===== src/design/assert_macros.svh =====
// Assertion helper macros shared by the RTL files.
// No dependencies; include by bare file name.
`ifndef ASSERT_MACROS_SVH
`define ASSERT_MACROS_SVH

`ifndef SYNTHESIS

// Clocked property check, disabled while reset is asserted (active low).
`define ASSERT_CLK(lbl, clk, rst_n, prop, msg) \
    lbl: assert property (@(posedge clk) disable iff (!rst_n) prop) else $error(msg);

// Clocked property check that also holds during reset.
`define ASSERT_ALWAYS(lbl, clk, prop, msg) \
    lbl: assert property (@(posedge clk) prop) else $error(msg);

`else

`define ASSERT_CLK(lbl, clk, rst_n, prop, msg)
`define ASSERT_ALWAYS(lbl, clk, prop, msg)

`endif

`endif


===== src/design/psc_pkg.sv =====
// Shared widths, constants and stage payload types for the PID step block.
// No dependencies.
package psc_pkg;

    // field and intermediate widths
    localparam int ERR_W     = 16;               // error, Q3.12
    localparam int GAIN_W    = 24;               // gains, Q7.16
    localparam int INTEG_W   = 14;               // clamped integral, +/-4096 fits
    localparam int DERIV_W   = 17;               // exact error difference
    localparam int PROD_E_W  = GAIN_W + ERR_W;   // Kp*e
    localparam int PROD_I_W  = GAIN_W + INTEG_W; // Ki*i
    localparam int PROD_D_W  = GAIN_W + DERIV_W; // Kd*d
    localparam int SUM_W     = PROD_D_W + 2;     // sum of three products
    localparam int OUT_SHIFT = 14;
    localparam int SHIFT_W   = SUM_W - OUT_SHIFT;
    localparam int DRIVE_W   = 16;               // drive, Q1.14
    localparam int CFG_IDX_W = 2;

    localparam int ONE_Q12 = 4096;
    localparam int ONE_Q14 = 16384;

    // configuration register indexes
    localparam logic [CFG_IDX_W-1:0] CFG_GAIN_PROP  = 2'd0;
    localparam logic [CFG_IDX_W-1:0] CFG_GAIN_INTEG = 2'd1;
    localparam logic [CFG_IDX_W-1:0] CFG_GAIN_DERIV = 2'd2;

    typedef struct packed {
        logic signed [GAIN_W-1:0] prop;
        logic signed [GAIN_W-1:0] integ;
        logic signed [GAIN_W-1:0] deriv;
    } t_gains;

    // controller terms for one sample
    typedef struct packed {
        logic signed [ERR_W-1:0]   err;
        logic signed [INTEG_W-1:0] integ;
        logic signed [DERIV_W-1:0] deriv;
    } t_terms;

    // gain products for one sample
    typedef struct packed {
        logic signed [PROD_E_W-1:0] prod_prop;
        logic signed [PROD_I_W-1:0] prod_integ;
        logic signed [PROD_D_W-1:0] prod_deriv;
    } t_prods;

endpackage


===== src/design/pid_step_with_clamps.sv =====
// PID step with clamped integral and clamped output, three-stage pipeline.
// A sample's drive value is valid once it has passed the term, product and output
// registers. Throughput: one transaction per cycle while i_out_ready holds; each stage
// holds one item, set by the registered term, product and output stages. Reset
// (synchronous, active low) clears gains, integral, previous error and all stage valids.
// Depends on psc_pkg, psc_update, psc_mult, psc_limit and assert_macros.svh.
`include "assert_macros.svh"

module pid_step_with_clamps (
    input  logic                                     i_clk,
    input  logic                                     i_rst_n,
    // configuration write port
    input  logic                                     i_cfg_we,
    input  logic [psc_pkg::CFG_IDX_W-1:0]            i_cfg_index,
    input  logic [psc_pkg::GAIN_W-1:0]               i_cfg_data,
    // sample channel
    input  logic                                     i_in_valid,
    output logic                                     o_in_ready,
    input  logic signed [psc_pkg::ERR_W-1:0]         i_cross_error,
    // result channel
    output logic                                     o_out_valid,
    input  logic                                     i_out_ready,
    output logic signed [psc_pkg::DRIVE_W-1:0]       o_drive,
    output logic                                     o_clamped
);

    localparam logic signed [psc_pkg::INTEG_W-1:0] INTEG_LIM =
        psc_pkg::INTEG_W'(psc_pkg::ONE_Q12);
    localparam logic signed [psc_pkg::DRIVE_W-1:0] DRIVE_LIM =
        psc_pkg::DRIVE_W'(psc_pkg::ONE_Q14);

    psc_pkg::t_gains r_gains;
    psc_pkg::t_terms w_terms;
    psc_pkg::t_prods w_prods;
    logic            w_terms_valid;
    logic            w_mult_ready;
    logic            w_prods_valid;
    logic            w_limit_ready;
    logic            w_out_clamped;
    logic            w_drive_at_lim;
    logic            w_integ_in_lim;

    // gain registers
    always_ff @(posedge i_clk) begin
        if (!i_rst_n) begin
            r_gains <= '0;
        end else if (i_cfg_we) begin
            case (i_cfg_index)
                psc_pkg::CFG_GAIN_PROP:  r_gains.prop  <= i_cfg_data;
                psc_pkg::CFG_GAIN_INTEG: r_gains.integ <= i_cfg_data;
                psc_pkg::CFG_GAIN_DERIV: r_gains.deriv <= i_cfg_data;
                default: begin
                end
            endcase
        end
    end

    psc_update u_update (
        .i_clk         (i_clk),
        .i_rst_n       (i_rst_n),
        .i_valid       (i_in_valid),
        .o_ready       (o_in_ready),
        .i_cross_error (i_cross_error),
        .i_ready       (w_mult_ready),
        .o_valid       (w_terms_valid),
        .o_terms       (w_terms)
    );

    psc_mult u_mult (
        .i_clk   (i_clk),
        .i_rst_n (i_rst_n),
        .i_valid (w_terms_valid),
        .o_ready (w_mult_ready),
        .i_terms (w_terms),
        .i_gains (r_gains),
        .i_ready (w_limit_ready),
        .o_valid (w_prods_valid),
        .o_prods (w_prods)
    );

    psc_limit u_limit (
        .i_clk     (i_clk),
        .i_rst_n   (i_rst_n),
        .i_valid   (w_prods_valid),
        .o_ready   (w_limit_ready),
        .i_prods   (w_prods),
        .i_ready   (i_out_ready),
        .o_valid   (o_out_valid),
        .o_drive   (o_drive),
        .o_clamped (o_clamped)
    );

    // check terms
    assign w_out_clamped  = o_out_valid && o_clamped;
    assign w_drive_at_lim = (o_drive == DRIVE_LIM) || (o_drive == -DRIVE_LIM);
    assign w_integ_in_lim = (w_terms.integ <= INTEG_LIM) && (w_terms.integ >= -INTEG_LIM);

    // checks
    `ASSERT_CLK(a_clamp_at_limit, i_clk, i_rst_n, w_out_clamped |-> w_drive_at_lim, "drive off limit")
    `ASSERT_CLK(a_integ_range, i_clk, i_rst_n, w_terms_valid |-> w_integ_in_lim, "integral out of range")
    `ASSERT_CLK(a_empty_stage_ready, i_clk, i_rst_n, !w_terms_valid |-> o_in_ready, "stalled when empty")

endmodule


===== src/design/psc_update.sv =====
// First stage: error negation, clamped integral and derivative, with loop state.
// Depends on psc_pkg.
module psc_update (
    input  logic                                 i_clk,
    input  logic                                 i_rst_n,
    input  logic                                 i_valid,
    output logic                                 o_ready,
    input  logic signed [psc_pkg::ERR_W-1:0]     i_cross_error,
    input  logic                                 i_ready,
    output logic                                 o_valid,
    output psc_pkg::t_terms                      o_terms
);

    localparam logic signed [psc_pkg::ERR_W-1:0] ERR_MIN = {1'b1, {(psc_pkg::ERR_W-1){1'b0}}};
    localparam logic signed [psc_pkg::ERR_W-1:0] ERR_MAX = {1'b0, {(psc_pkg::ERR_W-1){1'b1}}};
    localparam logic signed [psc_pkg::DERIV_W-1:0] INTEG_MAX =
        psc_pkg::DERIV_W'(psc_pkg::ONE_Q12);
    localparam logic signed [psc_pkg::DERIV_W-1:0] INTEG_MIN = -INTEG_MAX;

    logic signed [psc_pkg::INTEG_W-1:0] r_integ;
    logic signed [psc_pkg::ERR_W-1:0]   r_last_err;
    logic                               r_valid;
    psc_pkg::t_terms                    r_terms;

    logic                               w_accept;
    logic signed [psc_pkg::ERR_W-1:0]   w_err;
    logic signed [psc_pkg::DERIV_W-1:0] w_integ_raw;
    logic signed [psc_pkg::DERIV_W-1:0] w_integ_sat;
    psc_pkg::t_terms                    n_terms;

    assign o_ready  = !r_valid || i_ready;
    assign w_accept = i_valid && o_ready;

    // negate the sample, most negative code saturates to the positive max
    assign w_err = (i_cross_error == ERR_MIN) ? ERR_MAX : -i_cross_error;

    // integral add and clamp to +/- one
    always_comb begin
        w_integ_raw = psc_pkg::DERIV_W'(r_integ) + psc_pkg::DERIV_W'(w_err);
        if (w_integ_raw > INTEG_MAX) begin
            w_integ_sat = INTEG_MAX;
        end else if (w_integ_raw < INTEG_MIN) begin
            w_integ_sat = INTEG_MIN;
        end else begin
            w_integ_sat = w_integ_raw;
        end
        n_terms.err   = w_err;
        n_terms.integ = w_integ_sat[psc_pkg::INTEG_W-1:0];
        n_terms.deriv = psc_pkg::DERIV_W'(w_err) - psc_pkg::DERIV_W'(r_last_err);
    end

    // loop state and stage valid
    always_ff @(posedge i_clk) begin
        if (!i_rst_n) begin
            r_integ    <= '0;
            r_last_err <= '0;
            r_valid    <= 1'b0;
        end else begin
            if (w_accept) begin
                r_integ    <= n_terms.integ;
                r_last_err <= w_err;
                r_valid    <= 1'b1;
            end else if (i_ready) begin
                r_valid    <= 1'b0;
            end
        end
    end

    // stage payload
    always_ff @(posedge i_clk) begin
        if (w_accept) begin
            r_terms <= n_terms;
        end
    end

    assign o_valid = r_valid;
    assign o_terms = r_terms;

endmodule


===== src/design/psc_mult.sv =====
// Second stage: the three gain products, registered.
// Depends on psc_pkg.
module psc_mult (
    input  logic            i_clk,
    input  logic            i_rst_n,
    input  logic            i_valid,
    output logic            o_ready,
    input  psc_pkg::t_terms i_terms,
    input  psc_pkg::t_gains i_gains,
    input  logic            i_ready,
    output logic            o_valid,
    output psc_pkg::t_prods o_prods
);

    logic            r_valid;
    psc_pkg::t_prods r_prods;
    psc_pkg::t_prods n_prods;
    logic            w_accept;

    assign o_ready  = !r_valid || i_ready;
    assign w_accept = i_valid && o_ready;

    // signed products at full width
    always_comb begin
        n_prods.prod_prop  = i_gains.prop  * i_terms.err;
        n_prods.prod_integ = i_gains.integ * i_terms.integ;
        n_prods.prod_deriv = i_gains.deriv * i_terms.deriv;
    end

    always_ff @(posedge i_clk) begin
        if (!i_rst_n) begin
            r_valid <= 1'b0;
        end else if (w_accept) begin
            r_valid <= 1'b1;
        end else if (i_ready) begin
            r_valid <= 1'b0;
        end
    end

    always_ff @(posedge i_clk) begin
        if (w_accept) begin
            r_prods <= n_prods;
        end
    end

    assign o_valid = r_valid;
    assign o_prods = r_prods;

endmodule


===== src/design/psc_limit.sv =====
// Output stage: product sum, floor shift by 14, clamp to +/- one, result register.
// Depends on psc_pkg.
module psc_limit (
    input  logic                                i_clk,
    input  logic                                i_rst_n,
    input  logic                                i_valid,
    output logic                                o_ready,
    input  psc_pkg::t_prods                     i_prods,
    input  logic                                i_ready,
    output logic                                o_valid,
    output logic signed [psc_pkg::DRIVE_W-1:0]  o_drive,
    output logic                                o_clamped
);

    localparam logic signed [psc_pkg::SHIFT_W-1:0] OUT_MAX =
        psc_pkg::SHIFT_W'(psc_pkg::ONE_Q14);
    localparam logic signed [psc_pkg::SHIFT_W-1:0] OUT_MIN = -OUT_MAX;

    logic                                r_valid;
    logic signed [psc_pkg::DRIVE_W-1:0]  r_drive;
    logic                                r_clamped;

    logic                                w_accept;
    logic signed [psc_pkg::SUM_W-1:0]    w_sum;
    logic signed [psc_pkg::SHIFT_W-1:0]  w_shifted;
    logic signed [psc_pkg::DRIVE_W-1:0]  n_drive;
    logic                                n_clamped;

    assign o_ready  = !r_valid || i_ready;
    assign w_accept = i_valid && o_ready;

    // sum, then floor shift (dropping the low bits of a signed word)
    always_comb begin
        w_sum = psc_pkg::SUM_W'(i_prods.prod_prop) + psc_pkg::SUM_W'(i_prods.prod_integ)
              + psc_pkg::SUM_W'(i_prods.prod_deriv);
        w_shifted = w_sum[psc_pkg::SUM_W-1:psc_pkg::OUT_SHIFT];
        if (w_shifted > OUT_MAX) begin
            n_drive   = OUT_MAX[psc_pkg::DRIVE_W-1:0];
            n_clamped = 1'b1;
        end else if (w_shifted < OUT_MIN) begin
            n_drive   = OUT_MIN[psc_pkg::DRIVE_W-1:0];
            n_clamped = 1'b1;
        end else begin
            n_drive   = w_shifted[psc_pkg::DRIVE_W-1:0];
            n_clamped = 1'b0;
        end
    end

    always_ff @(posedge i_clk) begin
        if (!i_rst_n) begin
            r_valid <= 1'b0;
        end else if (w_accept) begin
            r_valid <= 1'b1;
        end else if (i_ready) begin
            r_valid <= 1'b0;
        end
    end

    always_ff @(posedge i_clk) begin
        if (w_accept) begin
            r_drive   <= n_drive;
            r_clamped <= n_clamped;
        end
    end

    assign o_valid   = r_valid;
    assign o_drive   = r_drive;
    assign o_clamped = r_clamped;

endmodule

===== config.mk =====
export PLATFORM = sky130hd
export DESIGN_NAME = pid_step_with_clamps
export DESIGN_NICKNAME = d
export VERILOG_FILES = /design/src/design/psc_pkg.sv /design/src/design/pid_step_with_clamps.sv /design/src/design/psc_update.sv /design/src/design/psc_mult.sv /design/src/design/psc_limit.sv
export VERILOG_INCLUDE_DIRS = /design/src /design/src/design
export SDC_FILE = /design/constraint.sdc
export NUM_CORES = 2
export LEC_CHECK = 0
export BUFFER_PORTS_ARGS = -buffer_cell sky130_fd_sc_hd__buf_2
export CAP_MARGIN = 25
export CELL_PAD_IN_SITES_DETAIL_PLACEMENT = 1
export CELL_PAD_IN_SITES_GLOBAL_PLACEMENT = 1
export CORE_UTILIZATION = 48
export CTS_BUF_LIST = sky130_fd_sc_hd__clkbuf_4
export DETAILED_ROUTE_END_ITERATION = 6
export MAX_ROUTING_LAYER = met4
export PLACE_DENSITY_LB_ADDON = 0.08
export SLEW_MARGIN = 20
export SYNTH_ARGS = -nofsm -noshare
export SYNTH_HDL_FRONTEND = slang
export SYNTH_HIERARCHICAL = 1
export SYNTH_SLANG_ARGS = --single-unit

===== constraint.sdc =====
create_clock -name i_clk -period 14.55 [get_ports i_clk]
set_input_delay 2.1825 -clock i_clk [delete_from_list [all_inputs] [get_ports i_clk]]
set_output_delay 2.1825 -clock i_clk [all_outputs]
set_load 0.1 [all_outputs]

# Word-level counts from Yosys, hierarchy flattened

Cells that the tools add are included.
Widths: inputs -> output; s select.

Memories: 0
Register bits after elaboration: 288
Bits in latches: 0
Memory bits (writable): 0
Output and inout port bits: 19
Word-level logic and storage cells: 60
Bits of input ports: 47
Memory bits (read-only): 0

$lt $le $gt $ge: 4
Add/subtract/negate cells: 5
Muxes and demuxes: 11
Divide/modulo/power cells: 0
Reductions and logical operators: 17
Equal/unequal tests: 3
Bitwise operators: 0
Shift-type cells: 0
$mul: 3

Operators by type and width:

| operator             | count |
|---|---|
| $add 41x41->42       | 1 |
| $add 40x38->41       | 1 |
| $mul 24x17->41       | 1 |
| $mul 24x16->40       | 1 |
| $mul 24x14->38       | 1 |
| $mux 16              | 2 |
| $gt 29x16->1 const B | 1 |
| $lt 29x15->1 const B | 1 |
| $mux 14              | 2 |
| $add 14x16->17       | 1 |
| $gt 17x14->1 const B | 1 |
| $lt 17x13->1 const B | 1 |
| $sub 16x16->17       | 1 |
| $eq 16x16->1 const B | 1 |
| $neg 16->16          | 1 |
| $mux 1               | 7 |
| $reduce_and 2->1     | 3 |
| $reduce_bool 2->1    | 3 |
| $logic_and 1x1->1    | 3 |
| $logic_not 1->1      | 3 |
| $logic_or 1x1->1     | 3 |
| $eq 2x1->1 const B   | 1 |
| $eq 2x2->1 const B   | 1 |
| $logic_not 2->1      | 1 |
| $reduce_or 2->1      | 1 |

# Depth between registers and ports, before layout

Depth in word-level cells: 6
Gate-level depth with buffers: 24
Depth with buffers taken out: 23

# Cells and area by module

The synthesis kept the hierarchy.

By module, submodules not included:

| module               | area each (um^2) | cells each | times used | sequential area each (um^2) |
|---|---|---|---|---|
| psc_mult             | 43952.2          | 4682       | 1          | 3593.4 |
| psc_update           | 4456.8           | 445        | 1          | 2031.9 |
| psc_limit            | 4214.0           | 503        | 1          | 530.5 |
| pid_step_with_clamps | 2753.9           | 263        | 1          | 1441.4 |

# Worst setup path after synthesis

Ideal clock, no wire load.

Path type: input-to-reg
Start point: input i_cross_error[7] in the netlist's numbering
End point: register u_update.r_terms (netlist bit u_update/o_terms[18]), data pin
Stages: 21
Setup time: 141 ps
Slack: 7913 ps
Required time: 14409 ps
Arrival: 6496 ps
Buffers on the path: 2
Cell sequence: or4_1 nor4_1 nand2_1 or3_1 buf_2 nor2_4 nor2_1 inv_1 ha_1 inv_1 fa_1 and2b_1 o2111ai_1 a31o_1 a21oi_2 a41oi_1 a21boi_0 or4b_4 a2bb2oi_2 clkbuf_1 nor2_1

RTL lines:

| what                 | RTL line                   | RTL |
|---|---|---|
| start, declared      | pid_step_with_clamps.sv:19 | `input logic signed [psc_pkg::ERR_W-1:0] i_cross_error,` |
| end signal, assigned | psc_update.sv:72           | `r_terms <= n_terms;` |
| end, declared        | psc_update.sv:23           | `psc_pkg::t_terms r_terms;` |

==> summary.md <==
| Metric | Value |
|---|---|
| Boundary pin count | `66` |
| #FFs+latches synth | `288` |
| Pin count of the biggest net entering global routing | `73` |
| RSZ-0062 raised after global routing | `no` |
| Leak | `28.44 nW` |
| Via-per-instance ratio | `5.394` |
| Final setup fails | `0` |
| Remaining Overflow, GRT | `0` |
| Routed WL | `167.1 mm` |
| Drt pass-1 iters | `5` |
| Cells after DPL | `7,295` |
| CP peak stage delay | `1.04 ns` |
| Post-Layout Inst Area | `58,180 um2` |
| Post-CTS Setup Inserts | `0` |
| Critical path origin | `u_update/o_terms[33]$_DFFE_PP_` |
| Dpl hpwl | `137.6 mm` |
| CP endpoint kind | `register` |
| CP delay by family, top | `adder cells` |
| Share of cells above drive strength 1 | `0.05447` |
| Synth area leaders | `fa_1, edfxtp_1, inv_1, ha_1, nand2_1` |
| Vias in the first global route | `45,460` |
| Required @ worst endpoint | `15.14 ns` |
| Initial cell density of the core | `0.4843` |
| First-pass GRT wire length | `263.8 mm` |
| Max_slew headroom | `0.2664` |
| Die height | `341.7 um` |
| Critical path type | `register to register` |
| Worst path slowest cell | `edfxtp_1` |
| Final net count | `7,413` |
| 1st-iter DRT viols | `2,222` |
| Crit-path max FO | `24` |
| CTS tree | `done` |
| Antenna violations before repair | `13` |
| Number of max-cap violations | `0` |
| Total GRT Usage | `0.3065` |
| Warnings from Yosys | `6` |
| Final worst-path cycle share | `0.5313` |
| Slew Limit Fails | `0` |
| Post-synth EDFFs | `183` |
| Multi-input logic area | `41,760 um2` |
| Cts repair resizes | `0` |
| CTS Sinks | `288` |
| Mapped Nets | `7,429` |
| Worst hold-check path type | `register to register` |
| Post-route ant nets | `0` |
| Count leader, synth | `inv_1` |
| RePlAce Congestion | `0.8790` |
| Skew final | `0.1072 ns` |
| Mapped Avg Cell Area | `9.397 um2` |
| Worst skew pair latency | `0.99 ns` |
| Critical path's most frequent cell | `fa_1` |
| CTS Buf Count | `86` |
| Post-synth top cells | `inv_1, fa_1, nand2_1` |
| Sequential-to-total area share from yosys stat | `0.1372` |
| Fmax achieved | `129.4 MHz` |
| Cell variety after synth | `100` |
| Sequential Area | `7597 um2` |
| Core area | `114,300 um2` |
| Post-Route Setup TNS | `0 ns` |
| Top FF cell, synth | `edfxtp_1` |
| Hold bufs inserted after CTS | `0` |
| CP cell instances | `nand2_1 > fa_1 > inv_1 > fa_1 > inv_1 > fa_1 > inv_1 > fa_1 > fa_1 > inv_1 > fa_1 > inv_1 > ha_1 > a21oi_1 > o21bai_1 > a21oi_1 > o221a_2 > a21boi_0 > a211oi_1 > nor3_1 > nor2_1 > a211oi_1` |
| Area leader, netlist | `fa_1` |
| CTS H-tree lvls | `3` |
| Crit path launch type | `register` |
| Synth top area share | `0.4092` |
| Worst r2r src | `u_update/o_terms[33]$_DFFE_PP_` |
| FILL cells | `13,160` |
| CP Data Arrival Time | `8.32 ns` |
| Period minus WS final | `7.730 ns` |
| Rows | `124` |
| Worst reg2reg setup slack | `6.82 ns` |
| Die width | `341.7 um` |
| Port buffer count | `65` |
| Asr flop ratio synth | `0` |
| Worst Max-Slew Pin Slew | `1.100 ns` |
| Longest Clk Path Bufs | `3` |
| Worst vdd ir | `0.08847 mV` |
| Placed cell areas | `56,960 um2` |
| Hold_sp | `r_gains[24]$_SDFFE_PN0P_` |
| Clk slew on worst S/H paths | `0.07 ns` |
| Total number of vias | `40,270` |
| Layout Cells excl Fill | `7,465` |
| Mapped Cells | `5,893` |
| Post-Syn Area | `55,380 um2` |
| Wire length per cell | `22.38 um` |
| Status | `complete, no violations` |
| Area Overhead vs Synth | `5.066%` |
| WP buf/inv | `5` |
| DR DRC count | `0` |
| CTS Root Cell | `clkbuf_4` |
| Fin. Hold Viols | `0` |
| Pwr Density | `112.6 nW/um2` |
| Die ar. | `116,700 um2` |
==> metrics by stage <==
step / total power [mW] / setup WS [ns] / util / hold WS [ns]
global route: 7.134 / 6.532 / 0.5088 / 0.4963
floorplan: 4.353 / 7.913 / - / 0.4363
CTS: 6.572 / 6.793 / 0.5079 / 0.4751
detailed placement: 5.712 / 6.656 / 0.4981 / 0.4622
finish: 6.552 / 6.820 / 0.5088 / 0.4720
global placement: 5.582 / 6.759 / 0.4976 / 0.4513
==> registers in the layout (all words and copies together) (netlist names), 14 cells and up <==
register,count
u_update/r_integ,14
r_gains,72
u_mult/o_prods,119
u_update/o_terms,47
u_limit/o_drive,16
u_update/r_last_err,16
==> layer usage <==
layer,track usage,vias up,share of wire
met1,0.4073,21260,0.45
met2,0.4921,838,0.47
met3,0.04833,187,0.053
li1,-,17980,-
met4,0.07399,0,0.024
met5,-,-,0
==> cell families after synthesis <==
| kind of cell | count (synthesis) | share of synthesized area |
|---|---|---|
| fa+ha+maj | 1489 | 0.4899 |
| xor+xnor | 168 | 0.02657 |
| simple gates | 1727 | 0.1507 |
| buf+inv | 1561 | 0.1091 |
| compound gates | 580 | 0.07192 |
| flops | 288 | 0.1372 |
| mux | 80 | 0.01455 |
==> worst reg2reg max path, stage by stage (launching register included) <==
cell	delay, ns
edfxtp_1	1.04
nand2_1	0.24
fa_1	0.55
inv_1	0.05
fa_1	0.54
inv_1	0.05
fa_1	0.50
inv_1	0.05
fa_1	0.48
fa_1	0.52
inv_1	0.04
fa_1	0.47
inv_1	0.04
ha_1	0.35
a21oi_1	0.18
o21bai_1	0.08
a21oi_1	0.16
o221a_2	0.23
a21boi_0	0.40
a211oi_1	0.14
nor3_1	0.35
nor2_1	0.12
a211oi_1	0.77
==> where the power goes <==
part | total, mW | switching [mW] | leakage, nW | internal [mW]
combinational | 4.45 | 2.79 | 25.2 | 1.66
clock | 0.825 | 0.430 | 0.664 | 0.394
sequential | 1.27 | 0.196 | 2.62 | 1.08
==> path summary, 6_finish.rpt <==
check | to | depth (start not counted)
worst max-delay path | u_mult/o_prods[118]$_DFFE_PP_ | 22
worst min-delay path | r_gains[24]$_SDFFE_PN0P_ | 2
worst max register to register | u_mult/o_prods[118]$_DFFE_PP_ | 22
worst min register to register | r_gains[24]$_SDFFE_PN0P_ | 2
==> area by class of cell <==
class	instances	area share
Sequential cell	288	0.1306
Multi-Input combinational cell	4044	0.7177
Antenna cell	5	0.0002150
Clock inverter	38	0.003548
Clock buffer	121	0.01561
Inverter	1342	0.08658
Tap cell	1512	0.03252
Timing Repair Buffer	115	0.01323
==> layout by cell type, fill, tap and decap left out, types with 79 or more instances in the layout <==
cell      count
fa_1       1132
ha_1        357
and2_1      469
edfxtp_1    183
dfxtp_1     105
o21ai_0      79
a21oi_1     161
nor2_1      172
inv_1      1339
xnor2_1     122
clkbuf_4    121
nand2_1     810
Power figures use the tool's default switching activity.
